===== config.mk =====
export PLATFORM = sky130hd
export DESIGN_NAME = sexpr_char_tokenizer
export DESIGN_NICKNAME = d
export VERILOG_FILES = /design/src/hdl/sct_pkg.sv /design/src/hdl/sct_ctrl.sv /design/src/hdl/sct_datapath.sv /design/src/hdl/sexpr_char_tokenizer.sv
export SDC_FILE = /design/constraint.sdc
export NUM_CORES = 1
export LEC_CHECK = 0
export ABC_CLOCK_PERIOD_IN_PS = 3900
export BUFFER_PORTS_ARGS = -buffer_cell sky130_fd_sc_hd__buf_2
export CAP_MARGIN = 5
export CORE_UTILIZATION = 45
export DETAILED_ROUTE_END_ITERATION = 12
export PLACE_DENSITY = 0.75
export SLEW_MARGIN = 10
export SYNTH_ARGS = -nofsm -noshare
export SYNTH_HDL_FRONTEND = slang
export SYNTH_HIERARCHICAL = 1
export SYNTH_SLANG_ARGS = --single-unit

===== constraint.sdc =====
create_clock -name clk_i -period 3.9 [get_ports clk_i]
set_input_delay 0.78 -clock clk_i [delete_from_list [all_inputs] [get_ports clk_i]]
set_output_delay 0.78 -clock clk_i [all_outputs]
set_load 0.01 [all_outputs]

===== src/hdl/sct_pkg.sv =====
// Package for the S-expression character tokenizer.
// Holds character constants, status codes and the controller/datapath interface types.
// No dependencies; used by sct_ctrl, sct_datapath and sexpr_char_tokenizer.
package sct_pkg;

  localparam int unsigned MaxDepth = 31;
  localparam int unsigned CharW    = 8;
  localparam int unsigned StatusW  = 2;

  localparam logic [CharW-1:0] EndCharReset = 8'd59;  // ';'
  localparam logic [CharW-1:0] ChSpace  = 8'h20;
  localparam logic [CharW-1:0] ChTab    = 8'h09;
  localparam logic [CharW-1:0] ChNl     = 8'h0A;
  localparam logic [CharW-1:0] ChOpen   = 8'h28;
  localparam logic [CharW-1:0] ChClose  = 8'h29;
  localparam logic [CharW-1:0] ChQuote  = 8'h27;
  localparam logic [CharW-1:0] ChSqrClose = 8'h5D;

  localparam logic [StatusW-1:0] StNormal   = 2'd0;
  localparam logic [StatusW-1:0] StComplete = 2'd1;
  localparam logic [StatusW-1:0] StError    = 2'd2;

  // Configuration register indexes.
  localparam logic RegEndChar = 1'b0;

  typedef enum logic [2:0] {
    ClsEnd,
    ClsBlank,
    ClsOpen,
    ClsClose,
    ClsQuote,
    ClsBracket,
    ClsOther
  } cls_e;

  typedef enum logic [2:0] {
    EmitSpace,
    EmitChar,
    EmitRparen,
    EmitMarkOk,
    EmitMarkErr
  } emit_e;

  typedef enum logic [1:0] {
    DepthHold,
    DepthInc,
    DepthDec
  } depth_op_e;

  typedef struct packed {
    logic      load;
    logic      emit;
    emit_e     emit_sel;
    logic      emit_last;
    depth_op_e depth_op;
    logic      restart;
  } cmd_t;

  typedef struct packed {
    cls_e cls;
    logic last_was_space;
    logic depth_zero;
    logic depth_one;
    logic depth_full;
    logic out_free;
  } stat_t;

endpackage


===== src/hdl/sct_ctrl.sv =====
// Controller state machine of the S-expression tokenizer.
// Sequences the result beats of one input character; depends on sct_pkg.
module sct_ctrl (
  input  logic          clk_i,
  input  logic          rst_ni,
  input  logic          in_valid_i,
  output logic          in_ready_o,
  input  sct_pkg::stat_t stat_i,
  output sct_pkg::cmd_t  cmd_o
);

  localparam logic [2:0] StIdle = 3'd0;
  localparam logic [2:0] StSep  = 3'd1;
  localparam logic [2:0] StTok  = 3'd2;
  localparam logic [2:0] StTsp  = 3'd3;
  localparam logic [2:0] StMark = 3'd4;
  localparam logic [2:0] StRp   = 3'd5;
  localparam logic [2:0] StRsp  = 3'd6;

  logic [2:0] state_q, state_d;
  logic       bad;

  always_ff @(posedge clk_i or negedge rst_ni) begin
    if (!rst_ni) begin
      state_q <= StIdle;
    end else begin
      state_q <= state_d;
    end
  end

  assign in_ready_o = (state_q == StIdle);

  // A paren token is bad when it would overflow or underflow the depth.
  assign bad = ((stat_i.cls == sct_pkg::ClsOpen) && stat_i.depth_full) ||
               ((stat_i.cls == sct_pkg::ClsClose) && stat_i.depth_zero);

  always_comb begin
    state_d        = state_q;
    cmd_o          = '0;
    cmd_o.emit_sel = sct_pkg::EmitSpace;
    cmd_o.depth_op = sct_pkg::DepthHold;
    unique case (state_q)
      StIdle: begin
        if (in_valid_i) begin
          cmd_o.load = 1'b1;
          state_d    = StSep;
        end
      end
      StSep: begin
        unique case (stat_i.cls)
          sct_pkg::ClsEnd: begin
            if (!stat_i.depth_zero || stat_i.last_was_space) begin
              state_d = StMark;
            end else if (stat_i.out_free) begin
              cmd_o.emit = 1'b1;
              state_d    = StMark;
            end
          end
          sct_pkg::ClsBlank: begin
            if (stat_i.last_was_space) begin
              state_d = StIdle;
            end else if (stat_i.out_free) begin
              cmd_o.emit      = 1'b1;
              cmd_o.emit_last = 1'b1;
              state_d         = StIdle;
            end
          end
          sct_pkg::ClsOpen, sct_pkg::ClsClose, sct_pkg::ClsQuote: begin
            if (stat_i.last_was_space) begin
              state_d = StTok;
            end else if (stat_i.out_free) begin
              cmd_o.emit = 1'b1;
              state_d    = StTok;
            end
          end
          sct_pkg::ClsBracket: begin
            if (stat_i.last_was_space) begin
              state_d = stat_i.depth_zero ? StIdle : StRp;
            end else if (stat_i.out_free) begin
              cmd_o.emit      = 1'b1;
              cmd_o.emit_last = stat_i.depth_zero;
              state_d         = stat_i.depth_zero ? StIdle : StRp;
            end
          end
          default: begin
            state_d = StTok;
          end
        endcase
      end
      StTok: begin
        if (stat_i.out_free) begin
          cmd_o.emit      = 1'b1;
          cmd_o.emit_sel  = sct_pkg::EmitChar;
          cmd_o.emit_last = (stat_i.cls == sct_pkg::ClsOther);
          state_d         = (stat_i.cls == sct_pkg::ClsOther) ? StIdle : StTsp;
        end
      end
      StTsp: begin
        if (stat_i.out_free) begin
          cmd_o.emit      = 1'b1;
          cmd_o.emit_last = !bad;
          if (!bad && stat_i.cls == sct_pkg::ClsOpen) begin
            cmd_o.depth_op = sct_pkg::DepthInc;
          end else if (!bad && stat_i.cls == sct_pkg::ClsClose) begin
            cmd_o.depth_op = sct_pkg::DepthDec;
          end
          state_d = bad ? StMark : StIdle;
        end
      end
      StMark: begin
        if (stat_i.out_free) begin
          cmd_o.emit      = 1'b1;
          cmd_o.emit_last = 1'b1;
          cmd_o.restart   = 1'b1;
          cmd_o.emit_sel  = ((stat_i.cls == sct_pkg::ClsEnd) && stat_i.depth_zero) ?
                            sct_pkg::EmitMarkOk : sct_pkg::EmitMarkErr;
          state_d         = StIdle;
        end
      end
      StRp: begin
        if (stat_i.out_free) begin
          cmd_o.emit     = 1'b1;
          cmd_o.emit_sel = sct_pkg::EmitRparen;
          state_d        = StRsp;
        end
      end
      StRsp: begin
        // Each closing space retires one open level.
        if (stat_i.out_free) begin
          cmd_o.emit      = 1'b1;
          cmd_o.emit_last = stat_i.depth_one;
          cmd_o.depth_op  = sct_pkg::DepthDec;
          state_d         = stat_i.depth_one ? StIdle : StRp;
        end
      end
      default: begin
        state_d = StIdle;
      end
    endcase
  end

endmodule


===== src/hdl/sct_datapath.sv =====
// Datapath of the S-expression tokenizer: character register, depth counter,
// space flag, end-character register and output register. Depends on sct_pkg.
module sct_datapath #(
  parameter int unsigned MAX_DEPTH = sct_pkg::MaxDepth
) (
  input  logic                         clk_i,
  input  logic                         rst_ni,
  input  logic [sct_pkg::CharW-1:0]    in_char_i,
  input  logic                         cfg_we_i,
  input  logic [sct_pkg::CharW-1:0]    cfg_wdata_i,
  output logic [sct_pkg::CharW-1:0]    end_char_o,
  input  sct_pkg::cmd_t                cmd_i,
  output sct_pkg::stat_t               stat_o,
  input  logic                         out_ready_i,
  output logic                         out_valid_o,
  output logic [sct_pkg::CharW-1:0]    out_char_o,
  output logic                         has_char_o,
  output logic [sct_pkg::StatusW-1:0]  status_o,
  output logic                         last_o
);

  localparam int unsigned DepthW = $clog2(MAX_DEPTH + 1);
  localparam logic [DepthW-1:0] DepthMax = DepthW'(MAX_DEPTH);
  localparam logic [DepthW-1:0] DepthOne = DepthW'(1);

  logic [sct_pkg::CharW-1:0]   char_q, char_d;
  logic [sct_pkg::CharW-1:0]   end_char_q, end_char_d;
  logic [DepthW-1:0]           depth_q, depth_d;
  logic                        lws_q, lws_d;
  logic                        valid_q, valid_d;
  logic [sct_pkg::CharW-1:0]   ochar_q, ochar_d;
  logic                        ohas_q, ohas_d;
  logic [sct_pkg::StatusW-1:0] ost_q, ost_d;
  logic                        olast_q, olast_d;
  sct_pkg::cls_e               cls;

  // The end character wins over every other class.
  always_comb begin
    priority if (char_q == end_char_q) begin
      cls = sct_pkg::ClsEnd;
    end else if (char_q == sct_pkg::ChSpace || char_q == sct_pkg::ChNl ||
                 char_q == sct_pkg::ChTab) begin
      cls = sct_pkg::ClsBlank;
    end else if (char_q == sct_pkg::ChOpen) begin
      cls = sct_pkg::ClsOpen;
    end else if (char_q == sct_pkg::ChClose) begin
      cls = sct_pkg::ClsClose;
    end else if (char_q == sct_pkg::ChQuote) begin
      cls = sct_pkg::ClsQuote;
    end else if (char_q == sct_pkg::ChSqrClose) begin
      cls = sct_pkg::ClsBracket;
    end else begin
      cls = sct_pkg::ClsOther;
    end
  end

  assign stat_o.cls            = cls;
  assign stat_o.last_was_space = lws_q;
  assign stat_o.depth_zero     = (depth_q == '0);
  assign stat_o.depth_one      = (depth_q == DepthOne);
  assign stat_o.depth_full     = (depth_q >= DepthMax);
  assign stat_o.out_free       = !valid_q || out_ready_i;

  assign char_d     = cmd_i.load ? in_char_i : char_q;
  assign end_char_d = cfg_we_i ? cfg_wdata_i : end_char_q;

  always_comb begin
    ochar_d = ochar_q;
    ohas_d  = ohas_q;
    ost_d   = ost_q;
    olast_d = olast_q;
    lws_d   = lws_q;
    depth_d = depth_q;
    valid_d = valid_q && !out_ready_i;
    if (cmd_i.emit) begin
      valid_d = 1'b1;
      olast_d = cmd_i.emit_last;
      ohas_d  = 1'b1;
      ost_d   = sct_pkg::StNormal;
      unique case (cmd_i.emit_sel)
        sct_pkg::EmitSpace:  ochar_d = sct_pkg::ChSpace;
        sct_pkg::EmitChar:   ochar_d = char_q;
        sct_pkg::EmitRparen: ochar_d = sct_pkg::ChClose;
        sct_pkg::EmitMarkOk: begin
          ochar_d = '0;
          ohas_d  = 1'b0;
          ost_d   = sct_pkg::StComplete;
        end
        default: begin
          ochar_d = '0;
          ohas_d  = 1'b0;
          ost_d   = sct_pkg::StError;
        end
      endcase
      if (ohas_d) begin
        lws_d = (ochar_d == sct_pkg::ChSpace);
      end
    end
    unique case (cmd_i.depth_op)
      sct_pkg::DepthInc: depth_d = depth_q + DepthOne;
      sct_pkg::DepthDec: depth_d = depth_q - DepthOne;
      default:           depth_d = depth_q;
    endcase
    if (cmd_i.restart) begin
      lws_d   = 1'b1;
      depth_d = '0;
    end
  end

  always_ff @(posedge clk_i or negedge rst_ni) begin
    if (!rst_ni) begin
      end_char_q <= sct_pkg::EndCharReset;
      depth_q    <= '0;
      lws_q      <= 1'b1;
      valid_q    <= 1'b0;
    end else begin
      end_char_q <= end_char_d;
      depth_q    <= depth_d;
      lws_q      <= lws_d;
      valid_q    <= valid_d;
    end
  end

  always_ff @(posedge clk_i) begin
    char_q  <= char_d;
    ochar_q <= ochar_d;
    ohas_q  <= ohas_d;
    ost_q   <= ost_d;
    olast_q <= olast_d;
  end

  assign end_char_o  = end_char_q;
  assign out_valid_o = valid_q;
  assign out_char_o  = ochar_q;
  assign has_char_o  = ohas_q;
  assign status_o    = ost_q;
  assign last_o      = olast_q;

endmodule


===== src/hdl/sexpr_char_tokenizer.sv =====
// Top level of the S-expression character tokenizer.
// Instantiates sct_ctrl and sct_datapath and holds the APB register decode; uses sct_pkg.
//
// One raw character enters per beat on the s_axis channel. Each character yields zero
// or more result beats on the m_axis channel: normalised characters of a single-space
// separated token stream, plus marker beats (has_char low) reporting a complete
// expression or a paren mismatch. tlast marks the final beat caused by one character.
// The end character is set through the APB register at address 0 (reset value ';')
// and must be written only while the block is idle; the block does not enforce this.
// A separating space, when one is due, is the first result beat and is sent by the
// classification step; otherwise the first beat is sent by a later state.
// Throughput: one character at a time. A character passes through acceptance, then
// classification, which also sends any separating space, and then one state per result
// beat after that space; a ']' closing D open parens gives up to 2*D + 1 beats.
// A new character is taken once the last beat of the previous one is in the output
// register, even while that beat still waits for tready.
// When the receiver stalls, the output register holds its beat and the sequencer waits.
// Reset clears the paren depth, treats the stream as starting after a space, restores
// the end character and empties the output register.
module sexpr_char_tokenizer #(
  parameter int unsigned MAX_DEPTH = sct_pkg::MaxDepth
) (
  input  logic        clk_i,
  input  logic        rst_ni,
  input  logic        s_axis_tvalid_i,
  output logic        s_axis_tready_o,
  input  logic [7:0]  s_axis_tdata_i,   // [7:0] in_char
  output logic        m_axis_tvalid_o,
  input  logic        m_axis_tready_i,
  output logic [7:0]  m_axis_tdata_o,   // [7:0] out_char
  output logic [2:0]  m_axis_tuser_o,   // [0] has_char, [2:1] status
  output logic        m_axis_tlast_o,
  input  logic        psel_i,
  input  logic        penable_i,
  input  logic        pwrite_i,
  input  logic [2:0]  paddr_i,
  input  logic [31:0] pwdata_i,
  output logic [31:0] prdata_o,
  output logic        pready_o
);

  sct_pkg::cmd_t               cmd;
  sct_pkg::stat_t              stat;
  logic                        cfg_we;
  logic [sct_pkg::CharW-1:0]   end_char;
  logic [sct_pkg::CharW-1:0]   out_char;
  logic                        has_char;
  logic [sct_pkg::StatusW-1:0] status;

  assign pready_o = 1'b1;
  assign cfg_we   = psel_i && penable_i && pwrite_i && pready_o &&
                    (paddr_i[2] == sct_pkg::RegEndChar);
  assign prdata_o = (paddr_i[2] == sct_pkg::RegEndChar) ? {24'd0, end_char} : 32'd0;

  sct_ctrl u_ctrl (
    .clk_i      (clk_i),
    .rst_ni     (rst_ni),
    .in_valid_i (s_axis_tvalid_i),
    .in_ready_o (s_axis_tready_o),
    .stat_i     (stat),
    .cmd_o      (cmd)
  );

  sct_datapath #(
    .MAX_DEPTH (MAX_DEPTH)
  ) u_datapath (
    .clk_i       (clk_i),
    .rst_ni      (rst_ni),
    .in_char_i   (s_axis_tdata_i),
    .cfg_we_i    (cfg_we),
    .cfg_wdata_i (pwdata_i[7:0]),
    .end_char_o  (end_char),
    .cmd_i       (cmd),
    .stat_o      (stat),
    .out_ready_i (m_axis_tready_i),
    .out_valid_o (m_axis_tvalid_o),
    .out_char_o  (out_char),
    .has_char_o  (has_char),
    .status_o    (status),
    .last_o      (m_axis_tlast_o)
  );

  assign m_axis_tdata_o = out_char;
  assign m_axis_tuser_o = {status, has_char};

endmodule

## Word-level counts from Yosys, hierarchy flattened

Cells that the tools add are included.

- Flip-flop bits (word level): 38
- Input bits: 50
- Output and inout port bits: 47
- Word-level logic and storage cells: 139

- Add/sub/neg operators: 2
- $lt $le $gt $ge: 1
- Equality and inequality tests: 35
- Muxes and demuxes: 59
- Bitwise operators: 1
- Reductions and logical operators: 31

Operators with widths:

| operator | count |
|---|---|
| 2-to-1 mux 3 bit | 24 |
| == test 8 x 6 -> 1 bit (second input constant) | 5 |
| case mux 8 bit (3 select lines) | 1 |
| case mux 3 bit (7 select lines) | 1 |
| == test 3 x 2 -> 1 bit (second input constant) | 6 |
| == test 3 bit (second input constant) | 6 |
| == test 8 x 4 -> 1 bit (second input constant) | 2 |
| 2-to-1 mux 8 bit | 2 |
| 2-to-1 mux 5 bit | 3 |
| 2-to-1 mux 1 bit | 14 |
| case mux 3 bit (4 select lines) | 1 |
| != test 2 bit (second input constant) | 5 |
| case mux 1 bit (5 select lines) | 2 |
| case mux 5 bit (2 select lines) | 1 |
| == test 3 x 1 -> 1 bit (second input constant) | 3 |
| logical AND 1 bit | 9 |
| logical NOT 3 bit | 3 |
| case mux 3 bit (3 select lines) | 1 |
| == test 8 x 7 -> 1 bit (second input constant) | 1 |
| == test 8 bit | 1 |
| 2-to-1 mux 2 bit | 4 |
| != test 4 bit (second input constant) | 2 |
| case mux 2 bit (2 select lines) | 2 |
| AND reduction 8 bit | 1 |
| other kinds (19) | 29 |

## Depth between registers and ports, before layout

- Depth in word-level cells: 19
- Gate-level depth with buffers: 14
- Depth with buffers taken out: 12

## Hierarchy

The synthesis kept the hierarchy.

Modules (own cells, without submodules):

| module | instances | cells each | area each (um^2) | seq. area each (um^2) |
|---|---|---|---|---|
| sct_datapath | 1 | 139 | 1749.2 | 983.4 |
| sct_ctrl | 1 | 80 | 573.0 | 75.1 |
| sexpr_char_tokenizer | 1 | 37 | 282.8 | 0.0 |

## Worst setup path before layout

No wires, ideal clock.

- Kind: register to register
- Start point: register u_datapath/char_q[1] (netlist bit)
- End point: register u_datapath.lws_q
- Setup time: 0.086 ns
- Arrival: 3.060 ns
- Required time: 3.814 ns
- Path slack: 0.755 ns
- Stages on the path, launching flop included: 15
- Path buffers: 2
- Clock period less this slack: 3.145 ns
- Path through: edfxtp_1 buf_6 or4b_4 o21ai_2 o2bb2ai_1 a41oi_1 buf_2 nor4b_2 and3_1 a21oi_1 nor3b_1 nor2b_1 nor2b_1 a21boi_0 o21ai_0

RTL lines:

| what | RTL line | source |
|---|---|---|
| from (decl) | sct_datapath.sv:26 | `logic [sct_pkg::CharW-1:0] char_q, char_d;` |
| from (signal assigned) | sct_datapath.sv:125 | `char_q <= char_d;` |
| to (signal assigned) | sct_datapath.sv:119 | `lws_q <= lws_d;` |
| to (decl) | sct_datapath.sv:29 | `logic lws_q, lws_d;` |

==> results.py <==
metrics = {
    "run": {
        "max_cap_viol_count": 0,
    },
    "place": {
        "placed_cell_area_mm2": 0.00281,
        "portBuffers": 45,
        "globalplace.congestion": 0.927,
        "dp.cells": 366,
        "dp_hpwl_um": 3590,
    },
    "global_routing": {
        "overflow": 0,
        "grt_usage": 0.171,
        "gr-max-usage-layer": "met2",
        "use_met2": 0.284,
        "grt_max_degree": 19,
        "grt_pass1_vias": 1721,
        "use_met3": 0.0349,
        "antenna_found_initial": 0,
        "grt_pass1_wl_um": 8150,
        "use_met1": 0.227,
    },
    "routing": {
        "ant_nets": 0,
        "dr.pass1.iters": 4,
        "drc": 0,
        "num_vias": 1960,
        "drt-vias-per-instance": 5.24,
        "wl_um": 4990,
        "post_drt_wl_per_cell_um": 13.4,
        "drt_iter0_drc": 192,
    },
    "timing": {
        "rsz0062_at_grt": "false",
        "setup_viol": 0,
        "maxSlewViolCount": 0,
        "min_period_ps": 3540,
        "hold_slack_ps": 426,
        "slew_headroom": 0.339,
        "fin_crit_sh": 0.908,
        "hold_viol_final": 0,
        "worst_pin_slew_ps": 978,
        "clock_skew_ps": 9.96,
        "tns_ps": 0,
        "max_freq_mhz": 282,
    },
    "power": {
        "worst_ir_drop_vdd_v": 0.000233,
        "p_clk_frac": 0.161,
        "p_int_uw": 1090,
        "switchingPower_uw": 679,
        "swShare": 0.385,
        "pwr_density_cell_mw_per_mm2": 608,
        "pwr-share-seq": 0.422,
        "p_leak_uw": 0.00126,
        "combPwrFrac": 0.417,
    },
    "layout": {
        "area_growth_pct": 11.5,
        "drive_gt1_frac": 0.318,
        "final_cell_mix": "buf_2 (45), conb_1 (25), edfxtp_1 (20), nor2_1 (18), dfrtp_1 (12)",
        "nets": 355,
        "final_area_mm2": 0.00290,
        "final_cells": 374,
        "n_antenna_cell": 0,
        "final_core_util": 0.524,
        "layout_commonest_cell": "buf_2",
    },
    "cts": {
        "cts_buffers": 5,
        "tritoncts": "yes",
        "root_buffer": "clkbuf_8",
        "postCtsHoldBufs": 0,
        "clk_pin_slew_ps": 80,
        "cts.sinks": 38,
        "cts_resized": 0,
        "clock_latency_ps": 290,
        "h-tree-depth": 2,
        "clockBufferDepth": 2,
        "postCtsSetupBuffers": 0,
    },
    "critical_path": {
        "r2r_start": "u_datapath/char_q[3]$_DFFE_PP_",
        "reg2reg_to": "u_datapath/lws_q$_DFFE_PN1P_",
        "crit_fanout": 12,
        "end_kind": "flip-flop",
        "crit_arrival_ps": 3760,
        "r2r.worst_path.cells": 12,
        "rrSetupSlack_ps": 360,
        "startpoint_type": "flip-flop",
        "worstSetupPathType": "reg -> reg",
        "required_ps": 4120,
    },
    "floorplanning": {
        "start_util": 0.470,
        "coreArea_mm2": 0.00554,
        "row_count": 27,
        "die_x_um": 78.1,
        "ios": 97,
        "die_h_um": 78.1,
        "die_area_mm2": 0.00610,
    },
    "synthesis": {
        "synth_cell_type_count": 66,
        "syn_inst": 256,
        "synthArstFlopShare": 0.474,
        "syn_area_per_cell_um2": 10.2,
        "yosysWarningCount": 6,
        "synth_ff_type": "edfxtp_1",
        "synth-seq-area-share": 0.406,
        "ys_ff_latch": 38,
        "synth_edf_count": 20,
        "synth_area_mm2": 0.00260,
    },
    "outcome": {
        "status": "finished clean",
    },
    "worst_hold_path": {
        "hold_class": "in -> async",
    },
}
## metal layers
metal | wire length [µm] | up-vias
li1 | - | 959
met1 | 2220 | 920
met2 | 2420 | 72
met3 | 275 | 9
met4 | 75 | 0
met5 | 0 | -
## worst max path at each step
stage / start / to / slack, ps / cells after the start
floorplan: u_datapath/char_q[1]$_DFFE_PP_ / u_datapath/lws_q$_DFFE_PN1P_ / 750 / 14
global placement: u_datapath/char_q[3]$_DFFE_PP_ / u_datapath/lws_q$_DFFE_PN1P_ / 480 / 12
detailed placement: u_datapath/char_q[3]$_DFFE_PP_ / u_datapath/lws_q$_DFFE_PN1P_ / 430 / 12
CTS: u_datapath/char_q[3]$_DFFE_PP_ / u_datapath/lws_q$_DFFE_PN1P_ / 380 / 12
global route: u_datapath/char_q[4]$_DFFE_PP_ / u_datapath/lws_q$_DFFE_PN1P_ / 20 / 10
finish: u_datapath/char_q[3]$_DFFE_PP_ / u_datapath/lws_q$_DFFE_PN1P_ / 360 / 12
## cells in the mapped netlist, drive strengths merged, types with 2 or more instances
| master | count | share of area |
|---|---|---|
| edfxtp | 20 | 0.23 |
| nand2b | 9 | 0.022 |
| mux2i | 2 | 0.0077 |
| and2b | 9 | 0.030 |
| nand4 | 5 | 0.012 |
| nor2b | 7 | 0.017 |
| o21ai | 4 | 0.0091 |
| nor3b | 2 | 0.0058 |
| and3 | 5 | 0.014 |
| a21boi | 2 | 0.0058 |
| a41oi | 3 | 0.010 |
| a22oi | 2 | 0.0058 |
| a21oi | 10 | 0.019 |
| nor4 | 3 | 0.013 |
| a211oi | 5 | 0.014 |
| and4b | 2 | 0.0077 |
| dfstp | 6 | 0.061 |
| or4b | 2 | 0.0091 |
| buf | 36 | 0.098 |
| ha | 4 | 0.019 |
| xor2 | 2 | 0.0067 |
| or2 | 4 | 0.0096 |
| and3b | 3 | 0.010 |
| nand2 | 8 | 0.012 |
| nor2 | 18 | 0.026 |
| and2 | 8 | 0.020 |
| nor3 | 6 | 0.012 |
| clkbuf | 3 | 0.0043 |
| mux2 | 8 | 0.035 |
| inv | 7 | 0.010 |
| nor4b | 4 | 0.018 |
| conb | 2 | 0.0029 |
| dfrtp | 12 | 0.12 |
| xnor2 | 11 | 0.037 |
## state kept, by name (all words and copies together), names as in the netlist
signal	count
u_ctrl/state_q	3
u_datapath/char_q	8
u_datapath/depth_q	5
u_datapath/end_char_o	8
u_datapath/has_char_o	1
u_datapath/last_o	1
u_datapath/lws_q	1
u_datapath/out_char_o	8
u_datapath/out_valid_o	1
u_datapath/status_o	2
## worst max-delay path, cell delays in order, from the launching register on
cell	delay, ps
edfxtp_1	400
or4b_4	550
o21ai_2	80
o2bb2ai_1	170
a41oi_1	230
nor4b_2	520
and3_1	200
a21oi_1	40
nor3b_1	430
nor2b_1	250
nor2b_1	300
a21boi_0	200
o21ai_0	90
## power groups by stage
stage	Sequential, µW	Clock [µW]	Combinational, µW
after floorplan	727	0	575
after global placement	748	0	716
after detailed placement	754	0	734
after CTS	745	293	739
after global routing	767	309	819
final	745	285	737
## metrics by stage
stage	setup slack, ps	power, µW
2_1_floorplan	755	1300
3_3_place_gp	481	1460
3_5_place_dp	432	1490
4_1_cts	379	1780
5_1_grt	15.1	1890
6_report	359	1770
## layout make-up
type,instances,area (µm²)
clock buffers,6,82.6
repair buffers,54,293
inverters,7,26.3
clock inverters,2,12.5
multi-input cells,195,1340
flip-flops and latches,38,1060
fillers,520,2640
well taps,72,90.1
## logic make-up after synthesis
| kind of cell | after synthesis | share of synthesized area |
|---|---|---|
| buffers and inverters | 46 | 0.112 |
| and+or+nand+nor | 100 | 0.252 |
| AOI/OAI and AO/OA | 43 | 0.122 |
| adders and majority gates | 4 | 0.0192 |
| xor gates and xnor gates | 13 | 0.0437 |
| other | 2 | 0.00288 |
| muxes | 10 | 0.0423 |
| DFF | 38 | 0.406 |
(Power assumes the default switching activity.)
